[src/rtl/trsg_pkg.sv]
// Shared types and constants for the triangle span generator.
`default_nettype none

package trsg_pkg;

  localparam int unsigned CoordBits = 12;
  localparam int unsigned ColorBits = 32;

  // command field codes
  localparam logic CmdLoad = 1'b0;
  localparam logic CmdSpan = 1'b1;

  // edge select during a span computation
  localparam logic EdgeShort = 1'b0;
  localparam logic EdgeLong  = 1'b1;

  typedef enum logic [2:0] {
    StIdle,
    StMul,
    StDiv,
    StFix,
    StDone
  } trsg_state_e;

endpackage

`default_nettype wire

[src/rtl/triangle_scanline_span_generator.sv]
// Triangle span generator: vertex sort, serial edge interpolation, span output.
//
//  channel | signals                                   | dir | moves
//  --------+-------------------------------------------+-----+------------------------
//  in      | in_valid_i/in_ready_o, command_i, a/b/c   | in  | load or span request
//  out     | out_valid_o/out_ready_i, span fields      | out | one span per span request
//
//  A load transaction is taken in the idle state: the vertices are sorted and held at once.
//  A span transaction with a triangle active runs StMul, StDiv and StFix for the short
//  edge and then the long edge, two passes through one restoring divider that yields
//  one quotient bit per cycle, then StDone; with no active triangle it goes to StDone.
//  The input is ready as the result appears; reset clears vertices, row, flag, color.
//  A finished span waits in its own state only while the previous one is still unclaimed.
`default_nettype none

module triangle_scanline_span_generator
  import trsg_pkg::*;
#(
  parameter int unsigned COORD_BITS = CoordBits
) (
  input  wire logic                  clk_i,
  input  wire logic                  rst_ni,
  input  wire logic                  in_valid_i,
  output logic                       in_ready_o,
  input  wire logic                  command_i,
  input  wire logic [COORD_BITS-1:0] ax_i,
  input  wire logic [COORD_BITS-1:0] ay_i,
  input  wire logic [COORD_BITS-1:0] bx_i,
  input  wire logic [COORD_BITS-1:0] by_coord_i,
  input  wire logic [COORD_BITS-1:0] cx_i,
  input  wire logic [COORD_BITS-1:0] cy_i,
  input  wire logic [ColorBits-1:0]  fill_color_i,
  output logic                       out_valid_o,
  input  wire logic                  out_ready_i,
  output logic                       span_valid_o,
  output logic [COORD_BITS-1:0]      row_o,
  output logic [COORD_BITS-1:0]      x_left_o,
  output logic [COORD_BITS-1:0]      x_right_o,
  output logic [ColorBits-1:0]       span_color_o,
  output logic                       last_span_o
);

  localparam int unsigned CB   = COORD_BITS;
  localparam int unsigned CntW = $clog2(CB);

  typedef logic [CB-1:0] coord_t;

  trsg_state_e state_q, state_d;

  coord_t             vx_q [3];
  coord_t             vy_q [3];
  coord_t             row_q, row_d;
  logic               active_q, active_d;
  logic [ColorBits-1:0] color_q;

  logic               sel_q, sel_d;
  logic [CntW-1:0]    cnt_q, cnt_d;
  coord_t             rem_q, rem_d;
  coord_t             quo_q, quo_d;
  coord_t             xa_q;
  coord_t             den_q;
  logic               neg_q;
  logic               zero_q;
  coord_t             ea_q;
  coord_t             lo_q, hi_q;
  logic               span_q;

  logic               out_valid_q;
  logic               out_span_q, out_last_q;
  coord_t             out_row_q, out_lo_q, out_hi_q;
  logic [ColorBits-1:0] out_color_q;

  logic in_fire, load_fire, span_fire, out_slot, out_load;

  assign in_ready_o = (state_q == StIdle);
  assign in_fire    = in_valid_i && in_ready_o;
  assign load_fire  = in_fire && (command_i == CmdLoad);
  assign span_fire  = in_fire && (command_i == CmdSpan);
  assign out_slot   = !out_valid_q || out_ready_i;
  assign out_load   = (state_q == StDone) && out_slot;

  // sort network on the incoming vertices: exchange (0,1), (0,2), (1,2)
  coord_t sx [3];
  coord_t sy [3];
  always_comb begin
    coord_t tx, ty;
    tx = '0; ty = '0;
    sx[0] = ax_i; sy[0] = ay_i;
    sx[1] = bx_i; sy[1] = by_coord_i;
    sx[2] = cx_i; sy[2] = cy_i;
    if (sy[0] > sy[1]) begin
      tx = sx[0]; ty = sy[0];
      sx[0] = sx[1]; sy[0] = sy[1];
      sx[1] = tx; sy[1] = ty;
    end
    if (sy[0] > sy[2]) begin
      tx = sx[0]; ty = sy[0];
      sx[0] = sx[2]; sy[0] = sy[2];
      sx[2] = tx; sy[2] = ty;
    end
    if (sy[1] > sy[2]) begin
      tx = sx[1]; ty = sy[1];
      sx[1] = sx[2]; sy[1] = sy[2];
      sx[2] = tx; sy[2] = ty;
    end
  end

  // edge operands for the current row
  logic [1:0] ia, ib;
  always_comb begin
    priority if (sel_q == EdgeShort && row_q < vy_q[1]) begin
      ia = 2'd0; ib = 2'd1;
    end else if (sel_q == EdgeShort) begin
      ia = 2'd1; ib = 2'd2;
    end else begin
      ia = 2'd0; ib = 2'd2;
    end
  end

  coord_t        op_xa, op_ya, op_xb, op_yb, op_dy, op_t, op_mag;
  logic [CB:0]   op_dx, op_dx_abs;
  logic [2*CB-1:0] op_prod;
  always_comb begin
    op_xa     = vx_q[ia];
    op_ya     = vy_q[ia];
    op_xb     = vx_q[ib];
    op_yb     = vy_q[ib];
    op_dy     = op_yb - op_ya;
    op_t      = row_q - op_ya;
    op_dx     = {1'b0, op_xb} - {1'b0, op_xa};
    op_dx_abs = op_dx[CB] ? (~op_dx + {{CB{1'b0}}, 1'b1}) : op_dx;
    op_mag    = op_dx_abs[CB-1:0];
    op_prod   = {{CB{1'b0}}, op_mag} * {{CB{1'b0}}, op_t};
  end

  // one restoring division step
  logic [CB:0] div_sh, div_diff;
  logic        div_ge;
  always_comb begin
    div_sh   = {rem_q, quo_q[CB-1]};
    div_diff = div_sh - {1'b0, den_q};
    div_ge   = (div_sh >= {1'b0, den_q});
  end

  // floor correction and final edge x
  coord_t fix_x;
  logic   rem_nz;
  always_comb begin
    rem_nz = (rem_q != '0);
    if (zero_q) begin
      fix_x = xa_q;
    end else if (neg_q) begin
      fix_x = xa_q - quo_q - {{(CB-1){1'b0}}, rem_nz};
    end else begin
      fix_x = xa_q + quo_q;
    end
  end

  logic res_last;
  assign res_last = span_q && (row_q >= vy_q[2]);

  // next state
  always_comb begin
    state_d = state_q;
    unique case (state_q)
      StIdle: begin
        if (span_fire) state_d = active_q ? StMul : StDone;
      end
      StMul: state_d = StDiv;
      StDiv: begin
        if (cnt_q == CntW'(CB - 1)) state_d = StFix;
      end
      StFix: state_d = (sel_q == EdgeShort) ? StMul : StDone;
      StDone: begin
        if (out_slot) state_d = StIdle;
      end
      default: state_d = StIdle;
    endcase
  end

  // datapath control
  always_comb begin
    sel_d    = sel_q;
    cnt_d    = cnt_q;
    rem_d    = rem_q;
    quo_d    = quo_q;
    row_d    = row_q;
    active_d = active_q;
    unique case (state_q)
      StIdle: begin
        sel_d = EdgeShort;
        if (load_fire) begin
          row_d    = sy[0];
          active_d = 1'b1;
        end
      end
      StMul: begin
        cnt_d = '0;
        rem_d = op_prod[2*CB-1:CB];
        quo_d = op_prod[CB-1:0];
      end
      StDiv: begin
        cnt_d = cnt_q + CntW'(1);
        rem_d = div_ge ? div_diff[CB-1:0] : div_sh[CB-1:0];
        quo_d = {quo_q[CB-2:0], div_ge};
      end
      StFix: sel_d = EdgeLong;
      StDone: begin
        if (out_slot && span_q) begin
          if (res_last) active_d = 1'b0;
          else          row_d    = row_q + coord_t'(1);
        end
      end
      default: ;
    endcase
  end

  always_ff @(posedge clk_i or negedge rst_ni) begin
    if (!rst_ni) begin
      state_q     <= StIdle;
      active_q    <= 1'b0;
      row_q       <= '0;
      color_q     <= '0;
      vx_q        <= '{default: '0};
      vy_q        <= '{default: '0};
      sel_q       <= EdgeShort;
      cnt_q       <= '0;
      out_valid_q <= 1'b0;
    end else begin
      state_q  <= state_d;
      active_q <= active_d;
      row_q    <= row_d;
      sel_q    <= sel_d;
      cnt_q    <= cnt_d;
      if (load_fire) begin
        vx_q    <= sx;
        vy_q    <= sy;
        color_q <= fill_color_i;
      end
      if (out_load)         out_valid_q <= 1'b1;
      else if (out_ready_i) out_valid_q <= 1'b0;
    end
  end

  // payload registers
  always_ff @(posedge clk_i) begin
    rem_q <= rem_d;
    quo_q <= quo_d;
    if (span_fire) span_q <= active_q;
    if (state_q == StMul) begin
      xa_q   <= op_xa;
      den_q  <= op_dy;
      neg_q  <= op_dx[CB];
      zero_q <= (op_dy == '0);
    end
    if (state_q == StFix) begin
      if (sel_q == EdgeShort) begin
        ea_q <= fix_x;
      end else begin
        lo_q <= (ea_q < fix_x) ? ea_q : fix_x;
        hi_q <= (ea_q < fix_x) ? fix_x : ea_q;
      end
    end
    if (out_load) begin
      out_span_q  <= span_q;
      out_row_q   <= span_q ? row_q : '0;
      out_lo_q    <= span_q ? lo_q : '0;
      out_hi_q    <= span_q ? hi_q : '0;
      out_color_q <= span_q ? color_q : '0;
      out_last_q  <= res_last;
    end
  end

  assign out_valid_o  = out_valid_q;
  assign span_valid_o = out_span_q;
  assign row_o        = out_row_q;
  assign x_left_o     = out_lo_q;
  assign x_right_o    = out_hi_q;
  assign span_color_o = out_color_q;
  assign last_span_o  = out_last_q;

  a_span_ordered: assert property (@(posedge clk_i) disable iff (!rst_ni)
    out_valid_o |-> x_left_o <= x_right_o)
    else $error("span ends out of order");

  a_empty_span_zero: assert property (@(posedge clk_i) disable iff (!rst_ni)
    out_valid_o && !span_valid_o |->
      row_o == '0 && x_left_o == '0 && x_right_o == '0 && span_color_o == '0 && !last_span_o)
    else $error("empty span carries nonzero fields");

  a_div_count: assert property (@(posedge clk_i) disable iff (!rst_ni)
    state_q == StMul |=> state_q == StDiv && cnt_q == '0)
    else $error("divider not started from zero");

  a_last_clears: assert property (@(posedge clk_i) disable iff (!rst_ni)
    out_load && res_last |=> !active_q && out_valid_q && last_span_o)
    else $error("bottom row did not retire the triangle");

endmodule

`default_nettype wire

[config.mk]
export PLATFORM = sky130hd
export DESIGN_NAME = triangle_scanline_span_generator
export DESIGN_NICKNAME = d
export VERILOG_FILES = /design/src/rtl/trsg_pkg.sv /design/src/rtl/triangle_scanline_span_generator.sv
export SDC_FILE = /design/constraint.sdc
export NUM_CORES = 1
export LEC_CHECK = 0
export BUFFER_PORTS_ARGS = -buffer_cell sky130_fd_sc_hd__buf_4
export CAP_MARGIN = 5
export CORE_MARGIN = 4
export CORE_UTILIZATION = 45
export DETAILED_ROUTE_END_ITERATION = 10
export SYNTH_ARGS = -nofsm -noshare
export SYNTH_HDL_FRONTEND = slang
export SYNTH_SLANG_ARGS = --single-unit
[constraint.sdc]
create_clock -name clk_i -period 12 [get_ports clk_i]
set_clock_uncertainty 0.1 [all_clocks]
set_input_delay 0.6 -clock clk_i [delete_from_list [all_inputs] [get_ports clk_i]]
set_output_delay 0.6 -clock clk_i [all_outputs]
set_load 0.1 [all_outputs]
==> flow_summary.ini, run 1 <==
[clocking]
cts_resized = 0
root_buffer = clkbuf_16
cts_sinks = 283
cts_htree_levels = 2
cts_made_buffers = 36
clockBufferDepth = 3
clk_transition_reported_paths_ns = 0.05
ctsHoldBuffers = 0
post_cts_buffers = 0
clk_latency_ns = 0.54
cts_tree = yes

[floorplanning]
die_area_um2 = 53600
die_x_um = 231
floorplan.initialDensity_pct = 45.7
num_rows = 81
ios = 181
die_h_um = 231
core_um2 = 49200

[place]
dp_hpwl_um = 46400
port_buffers = 180
place_area_um2 = 24500
place_congestion = 0.891

[route]
viasPerCell = 5.38
drtIter0Drc = 914
wl_per_cell_um = 18.4
dr.pass1.iters = 5
drtAntennaViolNets = 0
wl_um = 59700
num_vias = 17400
drc_errors = 0

[synth]
yosysTopAreaCell = edfxtp_1
synth.cell_area_um2 = 22500
synth_nets = 2834
ys_seq_area_share_pct = 35.0
async_reset_ff_share_pct = 44.5
synth.distinct_cells = 76
syn_avg_cell_area_um2 = 9.34
ys.flop_type = edfxtp_1
synth_top_cell_area_share_pct = 21.0
synthCells = 2406
synth_seq_cells = 283
synthTopCellsByArea = edfxtp_1, dfrtp_1, ha_1, fa_1, inv_1
yosys_warnings = 0
synth_enable_flop_cells = 157

[critical_path]
path_common_cell = fa_1
cpPeakStageDelay_ns = 0.71
start_kind = register
crit_type = register to register
r2r_start = row_q[5]
critPathLaunch = row_q[5]
critPathSlowestCell = xor2_1
crit_fanout = 13
critPathArrivalTime_ns = 10.88
cp.required_ns = 12.17
end_kind = register

[finish]
finish.net_count = 2980
antennaDiodeCount = 0
drive_gt1_share_pct = 12.6
syn_to_final_growth_pct = 14.2
finish.instance_area_um2 = 25700
num-fill-cells = 4562

[grt]
grt.overflow.total = 0
grt_pass1_vias = 17600
grt_max_degree = 104
grt_usage_pct = 22.2
grt_pass1_wl_um = 95300
grt_antenna_before_repair = 3

[sta]
min_period_ns = 10.71
setup_viol = 0
max_slew_margin_pct = 11.3
fin_crit_sh_pct = 89.3
rsz0062_at_grt = no
setup-tns-final_ns = 0
hold_violations = 0
fmax_mhz = 93.4
worst_slew_pin_slew_ns = 1.29
slew_violations = 0

[status]
outcome = finished, final reports clean

[min_path]
hp-class = input port to async pin

[flow_run]
max_cap_viol_count = 0
[worst paths after layout]
check,end,slack (ns),cells after the start
max,rem_q[10],1.29,36
min,color_q[3],0.07,1
max reg2reg,rem_q[10],1.29,36
min reg2reg,color_q[26],0.36,2
max in group asynchronous,vx_q[3],10.30,2
min in group clk_i,color_q[26],0.15,3
[synth_stat cells, drive strengths merged (5+ instances only)]
| master | number |
|---|---|
| a211oi | 16 |
| a21boi | 5 |
| a21o | 48 |
| a21oi | 130 |
| a221o | 6 |
| a31oi | 7 |
| and2 | 73 |
| and2b | 5 |
| and3 | 11 |
| buf | 23 |
| clkbuf | 75 |
| dfrtp | 126 |
| edfxtp | 157 |
| fa | 107 |
| ha | 212 |
| inv | 275 |
| mux2 | 36 |
| mux2i | 45 |
| nand2 | 273 |
| nand2b | 62 |
| nand3 | 15 |
| nand4 | 14 |
| nor2 | 226 |
| nor2b | 31 |
| nor3 | 32 |
| nor4 | 8 |
| o21a | 24 |
| o21ai | 130 |
| o221ai | 49 |
| o31a | 6 |
| o31ai | 6 |
| o41ai | 8 |
| or2 | 26 |
| or3 | 12 |
| xnor2 | 48 |
| xor2 | 29 |
[through the flow]
step                cells  setup slack, ns  hold slack [ns]  utilization, %
finish               3241             1.29           0.0697            52.2
CTS                  3239             1.40           0.0919            52.2
detailed placement   3176             1.42            0.355            49.8
global placement     3176             1.64            0.350            49.8
floorplan            2406             2.61            0.204               -
global route         3241            0.628            0.121            52.2
[sequential cells by signal (all words and copies together) (netlist names), 3 cells and up]
name          flops
vx_q             36
vy_q             36
color_q          32
span_color_o     32
den_q            12
ea_q             12
hi_q             12
lo_q             12
quo_q            12
rem_q            12
row_o            12
row_q            12
x_left_o         12
x_right_o        12
xa_q             12
cnt_q             4
state_q           3
[layout by cell type, fill, tap and decap left out, drive strengths merged, types with 7 or more instances in the layout]
master and count:
a211oi 16, a21o 48, a21oi 130, a31oi 7
and2 73, and3 11, buf 206, clkbuf 50
dfrtp 126, edfxtp 157, fa 107, ha 212
inv 278, mux2 36, mux2i 45, nand2 273
nand2b 62, nand3 15, nand4 14, nor2 226
nor2b 31, nor3 32, nor4 8, o21a 24
o21ai 130, o221ai 49, o41ai 8, or2 26
or3 12, xnor2 48, xor2 29
[critical path: cells and delay by family (launching register included)]
family                   cells  cell delay [ns]
XOR/XNOR                     3             1.09
flip-flops                   1             0.47
adder cells (fa/ha/maj)      9             3.86
AND/OR/NAND/NOR              4             1.00
AO/OA/AOI/OAI               15             3.49
multiplexers                 2             0.29
buffers and inverters        3             0.14
[cell families (layout without fill, tap and decap cells)]
family                   Yosys count  in the layout  share of synthesized area (%)
AO/OA/AOI/OAI                    473            473                           13.7
AND/OR/NAND/NOR                  799            799                           16.7
flip-flops                       283            283                           35.0
buffers and inverters            373            544                           6.41
multiplexers                      81             81                           3.81
XOR/XNOR                          78             78                           3.10
adder cells (fa/ha/maj)          319            319                           21.3
[metal layers]
metal	GRT usage (%)	vias to the layer above	wire, um
li1	-	8505	-
met4	7.31	6	1940
met1	28.3	8450	25100
met2	38.8	371	29900
met5	0	-	38
met3	3.43	103	2690
[area by class of cell]
cell class / count / area, um2 / area share [%]
multi-input combinational: 1750 / 13200 / 51.5
sequential: 283 / 7870 / 30.7
timing repair buffer: 206 / 1550 / 6.03
inverter: 275 / 1030 / 4.02
clock buffer: 50 / 995 / 3.88
tap: 664 / 831 / 3.24
clock inverter: 13 / 168 / 0.653
Power of run 1 is left out: the tool's default activity adds up to more than one toggle a clock period on the data nets, which glitch-free logic cannot reach.
==> run 2, diff against run 1 <==
--- a/config.mk
+++ b/config.mk
@@ -7,8 +7,8 @@
 export LEC_CHECK = 0
 export BUFFER_PORTS_ARGS = -buffer_cell sky130_fd_sc_hd__buf_4
 export CAP_MARGIN = 5
-export CORE_MARGIN = 4
 export CORE_UTILIZATION = 45
+export CTS_BUF_LIST = sky130_fd_sc_hd__clkbuf_4 sky130_fd_sc_hd__clkbuf_8
 export DETAILED_ROUTE_END_ITERATION = 10
 export SYNTH_ARGS = -nofsm -noshare
 export SYNTH_HDL_FRONTEND = slang
==> flow_summary.ini, run 2 (synthesis results as in run 1) <==
[clocking]
clk_latency_ns = 0.65
root_buffer = clkbuf_8
cts_tree = yes
cts_htree_levels = 2
cts_sinks = 283
post_cts_buffers = 0
cts_made_buffers = 52
clk_transition_reported_paths_ns = 0.06
clockBufferDepth = 3

[sta]
holdWs_ns = 0.0449
slew_violations = 0
worst_slew_pin_slew_ns = 1.28
hold_violations = 0
min_period_ns = 11.13
max_slew_margin_pct = 11.9
setup-tns-final_ns = 0
fin_crit_sh_pct = 92.7
rsz0062_at_grt = no
setup_viol = 0
fmax_mhz = 89.9

[floorplanning]
die_area_um2 = 50800
core_um2 = 49100
die_x_um = 225
num_rows = 81
floorplan.initialDensity_pct = 45.8
die_h_um = 225
ios = 181

[grt]
grt_usage_pct = 23.7
grt_antenna_before_repair = 0
grt_pass1_vias = 17600
grt.overflow.total = 0
grt_max_degree = 80
grt_pass1_wl_um = 94600

[finish]
multiInputGateArea_um2 = 13200
antennaDiodeCount = 0
syn_to_final_growth_pct = 14.9
reg_top3 = vx_q: 36 flops, vy_q: 36 flops
mostFrequentLayoutCells = inv_1, nand2_1, nor2_1
num-fill-cells = 4531
drive_gt1_share_pct = 14.0
finish.net_count = 3002
area.sequential_um2 = 7870
final_common_cell = inv_1

[place]
place_congestion = 0.873
port_buffers = 180
dp_hpwl_um = 46100

[route]
drtIter0Drc = 1030
wl_um = 59700
dr.pass1.iters = 5
viasPerCell = 5.34
wl_per_cell_um = 18.2
drc_errors = 0
num_vias = 17500
drtAntennaViolNets = 0

[critical_path]
critPathSlowestCell = xnor2_1
cp.required_ns = 12.23
path_common_cell = fa_1
critPathArrivalTime_ns = 11.35
cpPeakStageDelay_ns = 0.90
start_kind = register
crit_fanout = 24
end_kind = register
crit_type = register to register

[status]
outcome = finished, final reports clean

[min_path]
hp-class = input port to register

[flow_run]
max_cap_viol_count = 0
## run 2: cell types whose count changed in the layout (fill, tap and decap cells not counted), moves of 2 or more
| cell | change |
|---|---|
| inv_8 | +2 |
| bufinv_16 | +2 |
| clkbuf_4 | +13 |
| clkinv_1 | +3 |
| clkbuf_1 | -11 |
| clkbuf_8 | +64 |
| clkbuf_16 | -37 |
| inv_6 | -3 |
| dlygate4sd3_1 | +7 |
## run 2: layer usage
layer	GRT usage (%)	vias up	wire length [um]	share of wire, %
li1	-	8557	-	-
met1	30.5	8484	25900	43
met2	41.2	379	29900	50
met3	3.00	99	2270	3.8
met4	7.59	0	1620	2.7
met5	0	-	0	0
## run 2: cell type report
cell class | count | area share [%]
Tap cell | 664 | 3.22
Timing Repair Buffer | 212 | 6.23
Clock inverter | 19 | 0.960
Multi-Input combinational cell | 1750 | 51.2
Inverter | 275 | 4.00
Sequential cell | 283 | 30.5
Clock buffer | 79 | 3.90
## run 2: worst max-delay path: cells and delay by family, from the launching register on
kind | cells | cell delay, ns
AO/OA/AOI/OAI | 14 | 3.40
XOR/XNOR | 3 | 1.21
adder cells (fa/ha/maj) | 8 | 3.66
buffers and inverters | 4 | 0.66
flip-flops | 1 | 0.50
multiplexers | 1 | 0.08
AND/OR/NAND/NOR | 5 | 1.17
## run 2: repair_timing
| action | 4_1_cts | 5_1_grt |
|---|---|---|
| hold buffers | 7 | 0 |
| gates resized for setup | 0 | 0 |
| hold endpoints to repair | 62 | 0 |
## run 2: final timing paths
kind / startpoint / endpoint / depth (start not counted) / slack, ns
worst min register to register: color_q[31] / color_q[31] / 2 / 0.37
worst min-delay path: fill_color_i[30] / color_q[30] / 3 / 0.04
max in group asynchronous: rst_ni / vx_q[1] / 3 / 9.83
worst max-delay path: row_q[6] / rem_q[10] / 35 / 0.87
worst max register to register: row_q[6] / rem_q[10] / 35 / 0.87
min in group asynchronous: rst_ni / color_q[27] / 2 / 0.46
## run 2: per-stage QoR
stage | instance area (um2) | utilization, % | instances | setup WS [ns]
floorplan | 22500 | - | 2406 | 2.61
global placement | 24500 | 49.9 | 3177 | 1.33
detailed placement | 24500 | 49.9 | 3177 | 1.05
CTS | 25800 | 52.6 | 3282 | 0.972
global route | 25800 | 52.6 | 3282 | 0.197
finish | 25800 | 52.6 | 3282 | 0.874
Power of run 2 is left out for the same reason.
==> run 3, diff against run 2 <==
--- a/config.mk
+++ b/config.mk
@@ -7,6 +7,7 @@
 export LEC_CHECK = 0
 export BUFFER_PORTS_ARGS = -buffer_cell sky130_fd_sc_hd__buf_4
 export CAP_MARGIN = 5
+export CORE_MARGIN = 5
 export CORE_UTILIZATION = 45
 export CTS_BUF_LIST = sky130_fd_sc_hd__clkbuf_4 sky130_fd_sc_hd__clkbuf_8
 export DETAILED_ROUTE_END_ITERATION = 10
==> flow_summary.ini, run 3 (synthesis results as in run 1) <==
[floorplanning]
floorplan.initialDensity_pct = 45.7
num_rows = 81
ios = 181
core_um2 = 49200
die_area_um2 = 54500
die_h_um = 233
die_x_um = 233

[grt]
grt_pass1_wl_um = 94100
grt_max_degree = 87
grt_usage_pct = 21.6
grt_pass1_vias = 17500
grt_antenna_before_repair = 0
grt.overflow.total = 0

[clocking]
clk_latency_ns = 0.64
cts_tree = yes
clk_transition_reported_paths_ns = 0.05
cts_sinks = 283
ctsHoldBuffers = 0
clockBufferDepth = 3
cts_htree_levels = 2
root_buffer = clkbuf_8
cts_resized = 0
post_cts_buffers = 0
cts_made_buffers = 51

[status]
outcome = finished, final reports clean

[route]
drc_errors = 0
wl_per_cell_um = 18.2
num_vias = 17300
viasPerCell = 5.28
drtIter0Drc = 767
dr.pass1.iters = 5
wl_um = 59500
drtAntennaViolNets = 0

[sta]
worst_slew_pin_slew_ns = 1.26
setup_viol = 0
setup-tns-final_ns = 0
fin_crit_sh_pct = 89.2
fmax_mhz = 93.4
rsz0062_at_grt = no
hold_violations = 0
max_slew_margin_pct = 16.2
slew_violations = 0
min_period_ns = 10.71

[critical_path]
critPathLaunch = row_q[5]
ff2ff_path_depth = 36
path_buf_inv = 5
regToRegEndpoint = rem_q[10]
critPathArrivalTime_ns = 10.94
rrSetupSlack_ns = 1.29
critPathSlowestCell = xor2_1
crit_fanout = 23
cpPeakStageDelay_ns = 0.72
critical_path_depth = 36
end_kind = register
cp_top_family = compound AO/OA/AOI/OAI gates
start_kind = register
crit_path_end = rem_q[10]
cp.required_ns = 12.24
r2r_start = row_q[5]
crit_type = register to register

[finish]
syn_to_final_growth_pct = 13.9
mostFrequentLayoutCells = inv_1, nand2_1, nor2_1
final_cells = 3272
reg_top3 = vx_q: 36 flops, vy_q: 36 flops
final_common_cell = inv_1
drive_gt1_share_pct = 14.0
finish.net_count = 2997
antennaDiodeCount = 0

[place]
place_congestion = 0.875
port_buffers = 180
post-place-cells = 3180
dp_hpwl_um = 46500

[min_path]
hp-class = input port to async pin

[flow_run]
max_cap_viol_count = 0
[run 3: changes by cell type in the layout (fill, tap and decap cells not counted), moves of 3 or more]
cell           previous run  this run
clkbuf_8                 66        58
clkbuf_4                 13        20
dlygate4sd3_1             7         0
buf_4                   205       208
clkinv_2                  4         7
bufinv_16                 5         2
[run 3: metal layers]
layer / share of wire [%] / GRT usage (%) / routed length [um]
met1: 43 / 28.1 / 25700
met2: 50 / 37.6 / 29900
met3: 3.3 / 2.63 / 1950
met4: 3.2 / 6.99 / 1920
met5: 0 / 0 / 0
[run 3: how the worst min path moves through the flow]
stage                     startpoint          end  slack (ns)
floorplan                     rst_ni     active_q        0.20
global placement         color_q[25]  color_q[25]        0.35
detailed placement       color_q[28]  color_q[28]        0.35
CTS                 fill_color_i[26]  color_q[26]       0.009
global route        fill_color_i[24]  color_q[24]        0.05
finish                        rst_ni      vy_q[8]        0.04
[run 3: cell type report]
type | count | area [um2]
Timing Repair Buffer | 208 | 1560
Fill cell | 4512 | 23600
Sequential cell | 283 | 7870
Tap cell | 664 | 831
Clock inverter | 14 | 125
Inverter | 275 | 1030
Clock buffer | 78 | 948
Multi-Input combinational cell | 1750 | 13200
[run 3: stage by stage]
step	utilization, %	cell area [um2]	setup slack [ns]	hold WS (ns)
after floorplan	-	22500	2.61	0.204
after global placement	49.9	24500	1.64	0.349
after detailed placement	49.9	24500	1.42	0.354
after CTS	52.1	25600	1.38	0.00928
after global routing	52.1	25600	0.703	0.0502
final	52.1	25600	1.29	0.0446
Power of run 3 is left out for the same reason.
